`config.mk`:
```
export PLATFORM = sky130hd
export DESIGN_NAME = length_prefixed_frame_parser
export DESIGN_NICKNAME = d
export VERILOG_FILES = /design/src/hw/rtl/lpfp_pkg.sv /design/src/hw/rtl/lpfp_csr.sv /design/src/hw/rtl/lpfp_core.sv /design/src/hw/rtl/lpfp_skid.sv /design/src/hw/rtl/length_prefixed_frame_parser.sv
export SDC_FILE = /design/constraint.sdc
export NUM_CORES = 1
export LEC_CHECK = 0
export ABC_AREA = 1
export BUFFER_PORTS_ARGS = -buffer_cell sky130_fd_sc_hd__clkbuf_2
export CORE_MARGIN = 4
export CORE_UTILIZATION = 40
export DETAILED_ROUTE_END_ITERATION = 6
export GPL_TIMING_DRIVEN = 0
export HOLD_SLACK_MARGIN = 0.08
export PLACE_DENSITY = 0.61
export SLEW_MARGIN = 20
export SYNTH_ARGS = -nofsm -noshare
export SYNTH_HDL_FRONTEND = slang
export SYNTH_SLANG_ARGS = --single-unit
```
`constraint.sdc`:
```
create_clock -name clock -period 9.1 [get_ports clock]
set_input_delay 0 -clock clock [delete_from_list [all_inputs] [get_ports clock]]
set_output_delay 0 -clock clock [all_outputs]
set_load 0.005 [all_outputs]
```
`src/hw/rtl/lpfp_pkg.sv`:
```
// ----------------------------------------------------------------------------
// lpfp_pkg
// Shared types and constants for the length-prefixed frame parser.
// ----------------------------------------------------------------------------
package lpfp_pkg;

   localparam int LENGTH_BYTES = 4;            // bytes in the length prefix
   localparam int ACC_BYTES    = 4;            // bytes the accumulator holds
   localparam int ACC_W        = 8 * ACC_BYTES;
   localparam int HDR_CNT_W    = $clog2(LENGTH_BYTES + 1);
   localparam int SHIFT_W      = $clog2(ACC_W) + 1;

   localparam int CSR_ADDR_W = 3;
   localparam int CSR_DATA_W = 32;

   localparam logic [CSR_ADDR_W-1:0] CSR_MIN_LENGTH   = 3'd0;
   localparam logic [CSR_ADDR_W-1:0] CSR_MAX_LENGTH   = 3'd1;
   localparam logic [CSR_ADDR_W-1:0] CSR_CMD_KIND     = 3'd2;
   localparam logic [CSR_ADDR_W-1:0] CSR_SEC_KIND     = 3'd3;
   localparam logic [CSR_ADDR_W-1:0] CSR_SEC_KIND_EN  = 3'd4;

   localparam logic [31:0] MIN_LENGTH_RST = 32'd1;
   localparam logic [31:0] MAX_LENGTH_RST = 32'd65536;
   localparam logic [7:0]  CMD_KIND_RST   = 8'd1;
   localparam logic [7:0]  SEC_KIND_RST   = 8'd2;

   localparam logic [1:0] ERR_NONE   = 2'd0;
   localparam logic [1:0] ERR_LENGTH = 2'd1;
   localparam logic [1:0] ERR_KIND   = 2'd2;

   typedef enum logic [1:0] {
      PH_HEADER,
      PH_KIND,
      PH_PAYLOAD,
      PH_ERROR
   } phase_type;

   typedef struct packed {
      logic [31:0] min_length;
      logic [31:0] max_length;
      logic [7:0]  command_kind_code;
      logic [7:0]  second_kind_code;
      logic        second_kind_enable;
   } cfg_type;

   typedef struct packed {
      logic [1:0] error_code;
      logic       end_of_frame;
      logic       frame_kind;
      logic       is_kind_byte;
      logic [7:0] byte_value;
   } rsp_type;

endpackage

```
`src/hw/rtl/lpfp_csr.sv`:
```
// ----------------------------------------------------------------------------
// lpfp_csr
// Configuration registers, written through a plain write port.
// ----------------------------------------------------------------------------
module lpfp_csr
   import lpfp_pkg::*;
(
   input  logic                  clock,
   input  logic                  reset,
   input  logic                  csr_we,
   input  logic [CSR_ADDR_W-1:0] csr_addr,
   input  logic [CSR_DATA_W-1:0] csr_wdata,
   output cfg_type               cfg
);

   cfg_type cfg_ff;
   cfg_type cfg_in;

   always_comb begin
      cfg_in = cfg_ff;
      if (csr_we) begin
         unique case (csr_addr)
            CSR_MIN_LENGTH:  cfg_in.min_length         = csr_wdata[31:0];
            CSR_MAX_LENGTH:  cfg_in.max_length         = csr_wdata[31:0];
            CSR_CMD_KIND:    cfg_in.command_kind_code  = csr_wdata[7:0];
            CSR_SEC_KIND:    cfg_in.second_kind_code   = csr_wdata[7:0];
            CSR_SEC_KIND_EN: cfg_in.second_kind_enable = csr_wdata[0];
            default: ;  // unmapped index, ignored
         endcase
      end
   end

   always_ff @(posedge clock) begin
      if (reset) begin
         cfg_ff.min_length         <= MIN_LENGTH_RST;
         cfg_ff.max_length         <= MAX_LENGTH_RST;
         cfg_ff.command_kind_code  <= CMD_KIND_RST;
         cfg_ff.second_kind_code   <= SEC_KIND_RST;
         cfg_ff.second_kind_enable <= 1'b0;
      end else begin
         cfg_ff <= cfg_in;
      end
   end

   assign cfg = cfg_ff;

endmodule

```
`src/hw/rtl/lpfp_core.sv`:
```
// ----------------------------------------------------------------------------
// lpfp_core
// Frame parse state machine: length prefix, kind check, payload count.
// ----------------------------------------------------------------------------
module lpfp_core
   import lpfp_pkg::*;
(
   input  logic       clock,
   input  logic       reset,
   input  cfg_type    cfg,
   input  logic       byte_accept,
   input  logic [7:0] rx_byte,
   output logic       res_valid,
   output rsp_type    res
);

   phase_type              phase_ff, phase_in;
   logic [HDR_CNT_W-1:0]   hdr_cnt_ff, hdr_cnt_in;
   logic [ACC_W-1:0]       acc_ff, acc_in;
   logic [31:0]            rem_ff, rem_in;
   logic                   kind_ff, kind_in;

   logic [ACC_W-1:0]       acc_upd;
   logic                   hdr_last;
   logic                   len_bad;
   logic                   match_cmd;
   logic                   match_sec;
   logic                   last_byte;

   // length prefix assembly; bytes past the accumulator saturate if nonzero
   always_comb begin
      acc_upd = acc_ff;
      if (32'(hdr_cnt_ff) < ACC_BYTES) begin
         acc_upd = acc_ff | (ACC_W'(rx_byte) << (SHIFT_W'(hdr_cnt_ff) << 3));
      end else if (rx_byte != 8'd0) begin
         acc_upd = '1;
      end
   end

   assign hdr_last  = (hdr_cnt_ff == HDR_CNT_W'(LENGTH_BYTES - 1));
   assign len_bad   = (acc_upd == '0) || (acc_upd < cfg.min_length) ||
                      (acc_upd > cfg.max_length);
   assign match_cmd = (rx_byte == cfg.command_kind_code);
   assign match_sec = cfg.second_kind_enable && (rx_byte == cfg.second_kind_code);
   assign last_byte = (rem_ff <= 32'd1);

   // next state
   always_comb begin
      phase_in = phase_ff;
      if (byte_accept) begin
         unique case (phase_ff)
            PH_HEADER: begin
               if (hdr_last) begin
                  phase_in = len_bad ? PH_ERROR : PH_KIND;
               end
            end
            PH_KIND: begin
               if (!match_cmd && !match_sec) begin
                  phase_in = PH_ERROR;
               end else begin
                  phase_in = last_byte ? PH_HEADER : PH_PAYLOAD;
               end
            end
            PH_PAYLOAD: phase_in = last_byte ? PH_HEADER : PH_PAYLOAD;
            PH_ERROR:   phase_in = PH_ERROR;
            default:    phase_in = PH_ERROR;
         endcase
      end
   end

   // outputs and datapath
   always_comb begin
      res_valid       = 1'b0;
      res             = '0;
      hdr_cnt_in      = hdr_cnt_ff;
      acc_in          = acc_ff;
      rem_in          = rem_ff;
      kind_in         = kind_ff;
      if (byte_accept) begin
         unique case (phase_ff)
            PH_HEADER: begin
               if (hdr_last) begin
                  hdr_cnt_in = '0;
                  acc_in     = '0;
                  if (len_bad) begin
                     res_valid      = 1'b1;
                     res.error_code = ERR_LENGTH;
                  end else begin
                     rem_in = acc_upd[31:0];
                  end
               end else begin
                  hdr_cnt_in = hdr_cnt_ff + 1'b1;
                  acc_in     = acc_upd;
               end
            end
            PH_KIND: begin
               res_valid = 1'b1;
               if (!match_cmd && !match_sec) begin
                  res.error_code = ERR_KIND;
               end else begin
                  kind_in          = !match_cmd;
                  res.byte_value   = rx_byte;
                  res.is_kind_byte = 1'b1;
                  res.frame_kind   = !match_cmd;
                  res.end_of_frame = last_byte;
                  res.error_code   = ERR_NONE;
                  rem_in           = (rem_ff != 32'd0) ? rem_ff - 32'd1 : rem_ff;
               end
            end
            PH_PAYLOAD: begin
               res_valid        = 1'b1;
               res.byte_value   = rx_byte;
               res.frame_kind   = kind_ff;
               res.end_of_frame = last_byte;
               res.error_code   = ERR_NONE;
               rem_in           = (rem_ff != 32'd0) ? rem_ff - 32'd1 : rem_ff;
            end
            PH_ERROR: ;  // dropped until reset
            default: ;
         endcase
      end
   end

   always_ff @(posedge clock) begin
      if (reset) begin
         phase_ff   <= PH_HEADER;
         hdr_cnt_ff <= '0;
         acc_ff     <= '0;
         rem_ff     <= '0;
         kind_ff    <= 1'b0;
      end else begin
         phase_ff   <= phase_in;
         hdr_cnt_ff <= hdr_cnt_in;
         acc_ff     <= acc_in;
         rem_ff     <= rem_in;
         kind_ff    <= kind_in;
      end
   end

endmodule

```
`src/hw/rtl/lpfp_skid.sv`:
```
// ----------------------------------------------------------------------------
// lpfp_skid
// Two-entry result register: output stage plus skid entry.
// ----------------------------------------------------------------------------
module lpfp_skid
   import lpfp_pkg::*;
(
   input  logic    clock,
   input  logic    reset,
   input  logic    in_valid,
   output logic    in_ready,
   input  rsp_type in_data,
   output logic    out_valid,
   input  logic    out_ready,
   output rsp_type out_data
);

   logic    main_valid_ff, main_valid_in;
   logic    skid_valid_ff, skid_valid_in;
   rsp_type main_data_ff, main_data_in;
   rsp_type skid_data_ff, skid_data_in;
   logic    pop;
   logic    push;

   assign in_ready = !skid_valid_ff;
   assign pop      = main_valid_ff && out_ready;
   assign push     = in_valid && !skid_valid_ff;

   always_comb begin
      main_valid_in = main_valid_ff;
      skid_valid_in = skid_valid_ff;
      main_data_in  = main_data_ff;
      skid_data_in  = skid_data_ff;
      if (skid_valid_ff) begin
         if (pop) begin
            main_data_in  = skid_data_ff;
            skid_valid_in = 1'b0;
         end
      end else if (push) begin
         if (!main_valid_ff || pop) begin
            main_data_in  = in_data;
            main_valid_in = 1'b1;
         end else begin
            skid_data_in  = in_data;
            skid_valid_in = 1'b1;
         end
      end else if (pop) begin
         main_valid_in = 1'b0;
      end
   end

   always_ff @(posedge clock) begin
      if (reset) begin
         main_valid_ff <= 1'b0;
         skid_valid_ff <= 1'b0;
      end else begin
         main_valid_ff <= main_valid_in;
         skid_valid_ff <= skid_valid_in;
      end
   end

   always_ff @(posedge clock) begin
      main_data_ff <= main_data_in;
      skid_data_ff <= skid_data_in;
   end

   assign out_valid = main_valid_ff;
   assign out_data  = main_data_ff;

endmodule

```
`src/hw/rtl/length_prefixed_frame_parser.sv`:
```
// ----------------------------------------------------------------------------
// length_prefixed_frame_parser
// Splits a byte stream into length-prefixed frames and checks each header.
// ----------------------------------------------------------------------------
// Input beats on req_* carry one received byte each. Every frame opens with a
// 4-byte little-endian length (kind byte plus payload), then the kind byte.
// Length bytes give no output beat; the kind byte and each payload byte give
// one beat on rsp_*, with rsp_tlast on the frame's last byte.
// A bad length or unknown kind gives one error beat, then every later byte is
// taken and dropped until reset.
// Throughput: one byte per cycle while req_tready stays high. A byte's
// result beat is registered in the output stage, or in the skid entry when
// the output stage is held; the parse step is a counter update and the
// 32-bit length range compares between state and result register.
// A two-entry output register lets req_tready stay high while one result
// waits; req_tready drops only once two results are held by a stalled
// receiver, and rises again the cycle after rsp_tready takes one.
// Reset (synchronous) restores the register defaults, empties the output
// register and starts in the length phase with req_tready high. Configuration
// is to be written through csr_* while the block is idle; it is not enforced.
// ----------------------------------------------------------------------------
module length_prefixed_frame_parser
   import lpfp_pkg::*;
(
   input  logic                  clock,
   input  logic                  reset,
   input  logic                  req_tvalid,
   output logic                  req_tready,
   input  logic [7:0]            req_tdata,   // [7:0] rx_byte
   output logic                  rsp_tvalid,
   input  logic                  rsp_tready,
   output logic [15:0]           rsp_tdata,   // [7:0] byte_value, [9:8] error_code
   output logic [1:0]            rsp_tuser,   // [0] is_kind_byte, [1] frame_kind
   output logic                  rsp_tlast,   // end_of_frame
   input  logic                  csr_we,
   input  logic [CSR_ADDR_W-1:0] csr_addr,
   input  logic [CSR_DATA_W-1:0] csr_wdata
);

   cfg_type cfg;
   logic    byte_accept;
   logic    res_valid;
   rsp_type res;
   rsp_type out_data;

   assign byte_accept = req_tvalid && req_tready;

   lpfp_csr u_csr (
      .clock     (clock),
      .reset     (reset),
      .csr_we    (csr_we),
      .csr_addr  (csr_addr),
      .csr_wdata (csr_wdata),
      .cfg       (cfg)
   );

   lpfp_core u_core (
      .clock       (clock),
      .reset       (reset),
      .cfg         (cfg),
      .byte_accept (byte_accept),
      .rx_byte     (req_tdata),
      .res_valid   (res_valid),
      .res         (res)
   );

   lpfp_skid u_skid (
      .clock     (clock),
      .reset     (reset),
      .in_valid  (res_valid),
      .in_ready  (req_tready),
      .in_data   (res),
      .out_valid (rsp_tvalid),
      .out_ready (rsp_tready),
      .out_data  (out_data)
   );

   assign rsp_tdata = {6'd0, out_data.error_code, out_data.byte_value};
   assign rsp_tuser = {out_data.frame_kind, out_data.is_kind_byte};
   assign rsp_tlast = out_data.end_of_frame;

endmodule

```
==> flow_summary.yaml, run 1 <==
floorplan:
  die_h_um: 165.2
  core_sq_um: 24320
  boundaryPins: 69
  dieArea_sq_um: 27290
  initial_core_util_pct: 40.64
  die_w_um: 165.2
  rows: 57
worst_setup_path:
  cp-end-kind: "flip-flop"
  slowest_stage: "a21oi_2"
  crit_path_frequent_cell: "nand2_1"
  critPathMaxFanout: 13
  required_ps: 9170
  max_stage_delay_ps: 560
  worstPathArrival_ps: 5120
  path_cells: "dlygate4sd3_1 > clkbuf_2 > nor2_1 > nand2_2 > o21ai_4 > buf_6 > clkbuf_1 > clkbuf_1 > nand2_1 > ha_1 > nand2_1 > nor3_1 > inv_1 > o21ai_0 > nand2_1 > a22oi_1 > nor2_1 > nand2_2 > nand3_1 > nand2_1 > nand2_1 > a21oi_2"
  crit_family: "buffers and inverters"
  start_kind: "input port"
  worstSetupPathType: "input port to flip-flop"
  path_buf_inv: 6
layout:
  final_cell_count_no_fill: 1860
  drive_above_1_share_pct: 8.659
  n_antenna_cell: 0
  finish.utilization_pct: 48.10
  final_cell_area_sq_um: 11700
  num-nets-final: 1642
  nFillCells: 2455
  final_cell_mix: "nand2_1 (266), a21oi_1 (185), nor2_1 (166)"
  final_common_cell: "nand2_1"
  area.growth.synth_to_final_pct: 18.34
global_route:
  grt_pass1_wl_um: 48650
  antenna_found_initial: 0
  overflow: 0
  grt_pass1_vias: 9016
  grt_max_degree: 18
  grt_usage_pct: 22.91
route:
  vias: 9694
  antenna_left: 0
  drt_pass1_iterations: 6
  viasPerCell: 5.212
  wire_per_inst_um: 16.59
  drc_errors: 0
  drtIter0Drc: 724
  drt-total-wl_um: 30860
pwr:
  p_seq_share_pct: 31.9
  p_comb_share_pct: 42.0
  power.share.clock_pct: 26.1
  vdd_drop_max_uv: 121.1
  p_sw_mw: 1.192
  leakage_nw: 5.152
  switching_share_pct: 42.08
  power_mw: 2.833
  power_density_nw_per_um2: 242.2
  p_int_mw: 1.641
run:
  cap_violations: 0
logic_synthesis:
  ys_seq_elements: 179
  syn_avg_cell_area_sq_um: 7.121
  synth.yosys.seq_area_share_pct: 38.89
  yosys.cell_types.count: 45
  yosys_warnings: 0
  ys.flop_type: "dfxtp_1"
  syn_area_sq_um: 9884
  synth_top_area_share_pct: 30.99
  async_reset_ff_share_pct: 0
  yosys.area.top_type: "dfxtp_1"
  synth_edf_count: 26
  netlist_instances: 1388
  synth_area_leaders: "dfxtp_1 (31%), nand2_1 (10%), a21oi_1 (9.4%)"
timing:
  skew_ps: 18.01
  setup_viol: 0
  worst_slew_pin_slew_ps: 967.0
  relSlewSlack_pct: 35.53
  fin_crit_ps: 5042
  slew_violations: 0
  rsz0062_at_grt: "no"
  setup_tns_ps: 0
  hold_viol: 0
  fmax_mhz: 198.3
  final.period_utilization_pct: 55.40
clocking:
  cts_buffers: 17
  path_clk_slew_ps: 70
  cts_hold_buffers: 51
  cts_resized: 0
  clkLatencyLatePin_ps: 450
  clockBufferDepth: 2
  htreeDepth: 4
  cts_setup_buffers: 0
  cts_sinks: 179
  cts_root_buf: "clkbuf_16"
  cts_tree: "done"
placement:
  placed_area_sq_um: 10610
  hpwl_um: 23040
  gp_congestion: 0.9341
  dp.cells: 1777
  port_buffers: 60
outcome:
  status: "finished clean"
worst_hold_path:
  min-delay-path-class: "input port to flip-flop"
==> cells by family after synthesis <==
group | Yosys count | share of synthesized area (%)
adder cells (fa/ha/maj) | 71 | 8.987
XOR/XNOR | 12 | 1.063
AO/OA/AOI/OAI | 365 | 19.33
AND/OR/NAND/NOR | 533 | 22.38
flip-flops | 179 | 38.89
other | 1 | 0.03794
buffers and inverters | 227 | 9.317
==> area by class of cell <==
class	instances	area [sq um]	share of cell area (%)
buffer	65	312.8	2.674
clock inverter	13	141.4	1.209
inverter	162	608.1	5.198
tap	324	405.4	3.466
sequential	179	3844	32.86
clock buffer	19	432.9	3.701
timing repair buffer	111	810.8	6.931
multi-input combinational	987	5142	43.96
==> final timing paths <==
check | start | end | slack, ps | cells past startpoint
max | req_tdata[4] | u_skid.out_data[9] | 4060 | 22
min | req_tdata[2] | u_skid.skid_data_ff[2] | 110 | 3
max reg2reg | u_core.hdr_cnt_ff[2] | u_skid.out_data[9] | 4320 | 18
min reg2reg | u_csr.cfg[70] | u_csr.cfg[70] | 460 | 2
==> power groups by stage <==
| stage | Sequential [mW] | Combinational (mW) | Clock (mW) |
|---|---|---|---|
| after floorplan | 0.913 | 0.820 | 0 |
| after global placement | 0.920 | 1.14 | 0 |
| after detailed placement | 0.921 | 1.15 | 0 |
| after CTS | 0.903 | 1.17 | 0.747 |
| after global routing | 0.911 | 1.32 | 0.784 |
| final | 0.904 | 1.19 | 0.740 |
==> stage by stage <==
stage	setup slack (ps)	hold slack, ps
final	4058	110.3
after global routing	3675	92.73
after CTS	3823	89.99
after detailed placement	3926	248.5
after global placement	4004	256.0
after floorplan	5378	126.3
==> worst reg2reg max path: stages (launching register included) <==
cell and delay [ps]:
dfxtp_1 370, o21ai_4 150, buf_6 210, clkbuf_1 370, clkbuf_1 470, nand2_1 400, ha_1 420, nand2_1 70
nor3_1 200, inv_1 70, o21ai_0 260, nand2_1 80, a22oi_1 220, nor2_1 80, nand2_2 140, nand3_1 150
nand2_1 110, nand2_1 90, a21oi_2 560
==> registers in the layout, indices dropped and copies added, names as in the netlist <==
name                  flops
u_core.acc_ff            32
u_core.hdr_cnt_ff         3
u_core.kind_ff            1
u_core.phase_ff           2
u_core.rem_ff            32
u_csr.cfg                81
u_skid.out_data          13
u_skid.out_valid          1
u_skid.skid_data_ff      13
u_skid.skid_valid_ff      1
==> metal layers <==
metal | part of all wire, % | GRT usage [%]
met1 | 45 | 30.93
met2 | 46 | 37.79
met3 | 5.8 | 2.978
met4 | 2.6 | 7.940
met5 | 0 | 0
==> synthesized netlist by cell type, drive strengths merged, types with 3 or more instances <==
cell type,instances
a21oi,187
buf,19
a211oi,4
o21a,3
nand3,34
nand2,271
o21ai,148
xor2,8
nor3,16
edfxtp,26
a31oi,12
clkbuf,46
nand4,16
inv,160
ha,71
nor2,172
or2,5
nand3b,3
nor4,13
xnor2,4
dfxtp,153
No activity file was read; power rests on OpenSTA's default activity.
==> inputs of run 2 (changes only) <==
- clock period: 9.1 -> 4.67 ns (I/O delays scaled with it)
==> flow_summary.yaml, run 2 (synthesis results as in run 1) <==
outcome:
  status: "finished clean"
worst_setup_path:
  crit_family: "simple AND/OR/NAND/NOR gates"
  path_cells: "o21ai_4 > buf_6 > clkbuf_1 > clkbuf_2 > nand2_1 > ha_1 > nand2_1 > nor3_1 > inv_1 > o21ai_0 > nand2_1 > a22oi_1 > nor2_1 > nand2_2 > nand3_1 > nand2_1 > nand2_1 > a21oi_4 > buf_12"
  rrSetupSlack_ps: 390
  worstPathArrival_ps: 4440
  crit_path_frequent_cell: "nand2_1"
  cp-end-kind: "flip-flop"
  slowest_stage: "ha_1"
  critPathMaxFanout: 13
  r2r-end: "u_skid.out_data[6]"
  worstSetupPathType: "flip-flop to flip-flop"
  max_stage_delay_ps: 400
  worstReg2RegStart: "u_core.hdr_cnt_ff[2]"
  start_kind: "flip-flop"
  worst-r2r-cell-count: 19
  path_buf_inv: 5
  required_ps: 4830
layout:
  drive_above_1_share_pct: 8.848
  num-nets-final: 1643
  largest_reg_flops: 81
  area.growth.synth_to_final_pct: 18.67
  final_common_cell: "nand2_1"
  n_antenna_cell: 0
  final_cell_mix: "nand2_1 (266), a21oi_1 (185), nor2_1 (166)"
  final_cell_area_sq_um: 11730
route:
  wire_per_inst_um: 16.58
  vias: 9690
  antenna_left: 0
  drtIter0Drc: 816
  drc_errors: 0
  viasPerCell: 5.207
  drt-total-wl_um: 30860
  drt_pass1_iterations: 6
worst_hold_path:
  hold_start: "req_tdata[2]"
  min-delay-path-class: "input port to flip-flop"
  hold_path_depth: 3
  whs_endpoint: "u_skid.skid_data_ff[2]"
global_route:
  grt_pass1_vias: 9042
  grt_pass1_wl_um: 48830
  grt_max_degree: 18
  grt_usage_pct: 22.99
  antenna_found_initial: 0
  overflow: 0
timing:
  fin_ws_ps: 393.8
  relSlewSlack_pct: 35.82
  hold_viol: 0
  fmax_mhz: 233.9
  setup_viol: 0
  setup_tns_ps: 0
  worst_slew_pin_slew_ps: 962.7
  rsz0062_at_grt: "no"
  slew_violations: 0
  skew_ps: 19.08
  final.period_utilization_pct: 91.57
  fin_crit_ps: 4276
placement:
  placed_area_sq_um: 10610
  port_buffers: 60
  gp_congestion: 0.9341
  hpwl_um: 23040
  place_ws_ps: -503.8
clocking:
  cts_sinks: 179
  htreeDepth: 4
  clockBufferDepth: 2
  path_clk_slew_ps: 80
  cts_buffers: 17
  cts_root_buf: "clkbuf_16"
  clkLatencyLatePin_ps: 450
  cts_tree: "done"
floorplan:
  core_sq_um: 24320
  initial_core_util_pct: 40.64
  boundaryPins: 69
  rows: 57
  die_w_um: 165.2
  die_h_um: 165.2
  dieArea_sq_um: 27290
pwr:
  vdd_drop_max_uv: 237.2
  power_mw: 5.535
  power_density_nw_per_um2: 471.8
  leakage_nw: 5.153
run:
  cap_violations: 0
run 2: changes by cell type in the layout (fill, tap and decap cells not counted):
cell	change
a21oi_2	-1
a21oi_4	+1
buf_12	+1
clkbuf_1	-1
clkbuf_2	+1
clkinvlp_4	+1
inv_1	-1
run 2: area by class of cell:
cell class / instances / area (sq um)
inverters: 162 / 611.8
repair buffers: 112 / 830.8
fillers: 2451 / 12590
clock buffers: 19 / 432.9
plain buffers: 65 / 314.1
well taps: 324 / 405.4
multi-input cells: 987 / 5150
clock inverters: 13 / 141.4
flip-flops and latches: 179 / 3844
run 2: worst max-delay path by stage:
stage / cells past startpoint / end / from / slack, ps
2_1_floorplan: 21 / u_skid.out_data[0] / req_tdata[7] / 950
3_5_place_dp: 21 / u_skid.out_data[2] / req_tdata[4] / -500
5_1_grt: 18 / u_skid.skid_data_ff[11] / u_core.hdr_cnt_ff[2] / 120
3_3_place_gp: 21 / u_skid.out_data[2] / req_tdata[4] / -430
6_report: 19 / u_skid.out_data[6] / u_core.hdr_cnt_ff[2] / 390
4_1_cts: 18 / u_skid.skid_data_ff[11] / u_core.hdr_cnt_ff[2] / 140
run 2: timing repair:
action	4_1_cts	5_1_grt
setup endpoints to repair	13	26
resized for setup	2	3
pin swaps	0	1
endpoints found under the hold margin	89	0
setup buffers	0	1
hold buffers	51	0
run 2: worst min-delay path: stages:
cell      delay [ps]
clkbuf_2         150
inv_1            150
nor2_1           130
run 2: stage by stage:
step	util (%)	hold WS, ps	instances
floorplan	-	126.3	1393
global placement	43.62	256.0	1777
detailed placement	43.62	248.5	1777
CTS	48.13	89.99	1860
global route	48.23	92.73	1861
finish	48.23	104.6	1861
run 2: where the power goes:
part	internal [mW]	leakage (nW)	total, mW	switching [mW]
clock	0.756	0.281	1.44	0.689
combinational	0.768	3.41	2.33	1.56
sequential	1.68	1.46	1.76	0.0762
total	3.21	5.15	5.53	2.33
run 2: layer usage:
layer,wire length [um],track usage [%],vias to the layer above
met5,0,0,-
met4,858,7.940,0
met3,1695,3.003,51
met2,14310,38.03,314
met1,14000,30.95,4463
li1,-,-,4862
==> inputs of run 3 (changes only) <==
- PLACE_DENSITY: 0.61 -> 0.63
- SKIP_LAST_GASP: unset -> 1
==> flow_summary.yaml, run 3 (synthesis results as in run 1) <==
outcome:
  status: "finished clean"
placement:
  port_buffers: 60
  dp.cells: 1777
  gp_congestion: 0.9501
  placed_area_sq_um: 10610
  hpwl_um: 23050
clocking:
  htreeDepth: 4
  cts_buffers: 17
  clkLatencyLatePin_ps: 440
  cts_sinks: 179
  cts_setup_buffers: 0
  cts_root_buf: "clkbuf_16"
  path_clk_slew_ps: 70
  clockBufferDepth: 2
  cts_tree: "done"
route:
  drc_errors: 0
  viasPerCell: 5.244
  wire_per_inst_um: 16.61
  drtIter0Drc: 702
  drt_pass1_iterations: 5
  antenna_left: 0
  drt-total-wl_um: 30870
  vias: 9743
timing:
  relSlewSlack_pct: 36.80
  fin_crit_ps: 4345
  rsz0062_at_grt: "no"
  skew_ps: 14.94
  slew_violations: 0
  hold_viol: 0
  fmax_mhz: 230.2
  final.period_utilization_pct: 93.03
  worst_slew_pin_slew_ps: 948.0
  fin_hold_ws_ps: 102.6
  setup_viol: 0
run:
  cap_violations: 0
pwr:
  vdd_drop_max_uv: 229.9
  p_int_mw: 3.170
  power_density_nw_per_um2: 467.2
  p_comb_share_pct: 42.4
  switching_share_pct: 41.80
  p_seq_share_pct: 32.3
  p_sw_mw: 2.276
  power.share.clock_pct: 25.3
  leakage_nw: 5.134
layout:
  area.growth.synth_to_final_pct: 17.94
  finish.utilization_pct: 47.93
  final_cell_area_sq_um: 11660
  final_cell_count_no_fill: 1858
  final_cell_mix: "nand2_1 (266), a21oi_1 (185), nor2_1 (166)"
  n_antenna_cell: 0
  largest_reg_flops: 81
  multi_input_area_sq_um: 5150
  seq_area_sq_um: 3844
  drive_above_1_share_pct: 8.801
  nFillCells: 2452
  num-nets-final: 1640
  final_common_cell: "nand2_1"
floorplan:
  rows: 57
  die_w_um: 165.2
  initial_core_util_pct: 40.64
  boundaryPins: 69
  die_h_um: 165.2
  dieArea_sq_um: 27290
  core_sq_um: 24320
worst_setup_path:
  critPathMaxFanout: 13
  r2r-end: "u_skid.out_data[1]"
  required_ps: 4750
  path_cells: "o21ai_4 > buf_6 > clkbuf_1 > clkbuf_2 > nand2_1 > ha_1 > nand2_1 > nor3_1 > inv_1 > o21ai_0 > nand2_1 > a22oi_1 > nor2_1 > nand2_2 > nand3_1 > nand2_1 > nand2_1 > a21oi_4"
  crit_start: "u_core.hdr_cnt_ff[2]"
  start_kind: "flip-flop"
  cp-end-kind: "flip-flop"
  worstSetupPathType: "flip-flop to flip-flop"
  worstReg2RegStart: "u_core.hdr_cnt_ff[2]"
  worst-r2r-cell-count: 18
  slowest_stage: "clkbuf_1"
  max_stage_delay_ps: 410
  rrSetupSlack_ps: 330
  worstPathArrival_ps: 4430
  crit_path_frequent_cell: "nand2_1"
  crit_end: "u_skid.out_data[1]"
global_route:
  gr-usage-met2_pct: 38.94
  grt_pass1_wl_um: 49110
  overflow: 0
  antenna_found_initial: 0
  grt_max_degree: 17
  busiest_layer: "met2"
  met1_usage_pct: 30.63
  grt_pass1_vias: 9209
  grt_usage_pct: 23.06
  grt_util_met3_pct: 3.251
worst_hold_path:
  min-delay-path-class: "input port to flip-flop"
## run 3: worst max-delay path: cells and delay by family, from the launching register on
family / cells / cell delay [ps]
compound gates: 4 / 990
fa+ha+maj: 1 / 390
buf+inv: 4 / 1020
flops: 1 / 370
simple gates: 9 / 1210
## run 3: worst min path at each step
stage,startpoint,to,slack [ps],depth (start not counted)
global placement,csr_wdata[16],u_csr.cfg[33],260,3
CTS,req_tdata[5],u_skid.skid_data_ff[5],80,3
finish,req_tdata[5],u_skid.skid_data_ff[5],100,3
global route,req_tdata[3],u_skid.skid_data_ff[3],120,3
detailed placement,csr_wdata[16],u_csr.cfg[33],270,3
floorplan,csr_wdata[0],u_csr.cfg[9],130,2
## run 3: per-layer routing
metal / vias up / part of all wire, % / wire, um
met3: 42 / 6.3 / 1937
met1: 4550 / 45 / 13850
met4: 0 / 2.1 / 638
met5: - / 0 / 0
li1: 4852 / - / -
met2: 299 / 47 / 14440
## run 3: final cells by class
cell class / count / area share (%)
timing repair buffer: 109 / 6.783
tap: 324 / 3.478
buffer: 65 / 2.694
clock buffer: 20 / 4.014
sequential: 179 / 32.97
clock inverter: 12 / 0.6655
inverter: 162 / 5.216
multi-input combinational: 987 / 44.18
## run 3: what timing repair did
action	in CTS	in global routing
setup endpoints to repair	13	26
gates resized for setup	1	3
hold endpoints to repair	89	0
hold buffers	49	0
## run 3: power by group through the flow
stage	sequential, mW	clock [mW]	combinational (mW)
finish	1.76	1.38	2.31
global route	1.78	1.45	2.60
CTS	1.76	1.39	2.29
detailed placement	1.79	0	2.25
global placement	1.79	0	2.21
floorplan	1.78	0	1.60
## run 3: through the flow
stage	setup TNS (ps)	total power, mW	setup slack [ps]
after global routing	0	5.829	13.26
after CTS	0	5.435	0.05418
after detailed placement	-6717	4.042	-517.5
after global placement	-5731	4.003	-441.5
after floorplan	0	3.378	948.4
final	0	5.446	325.3
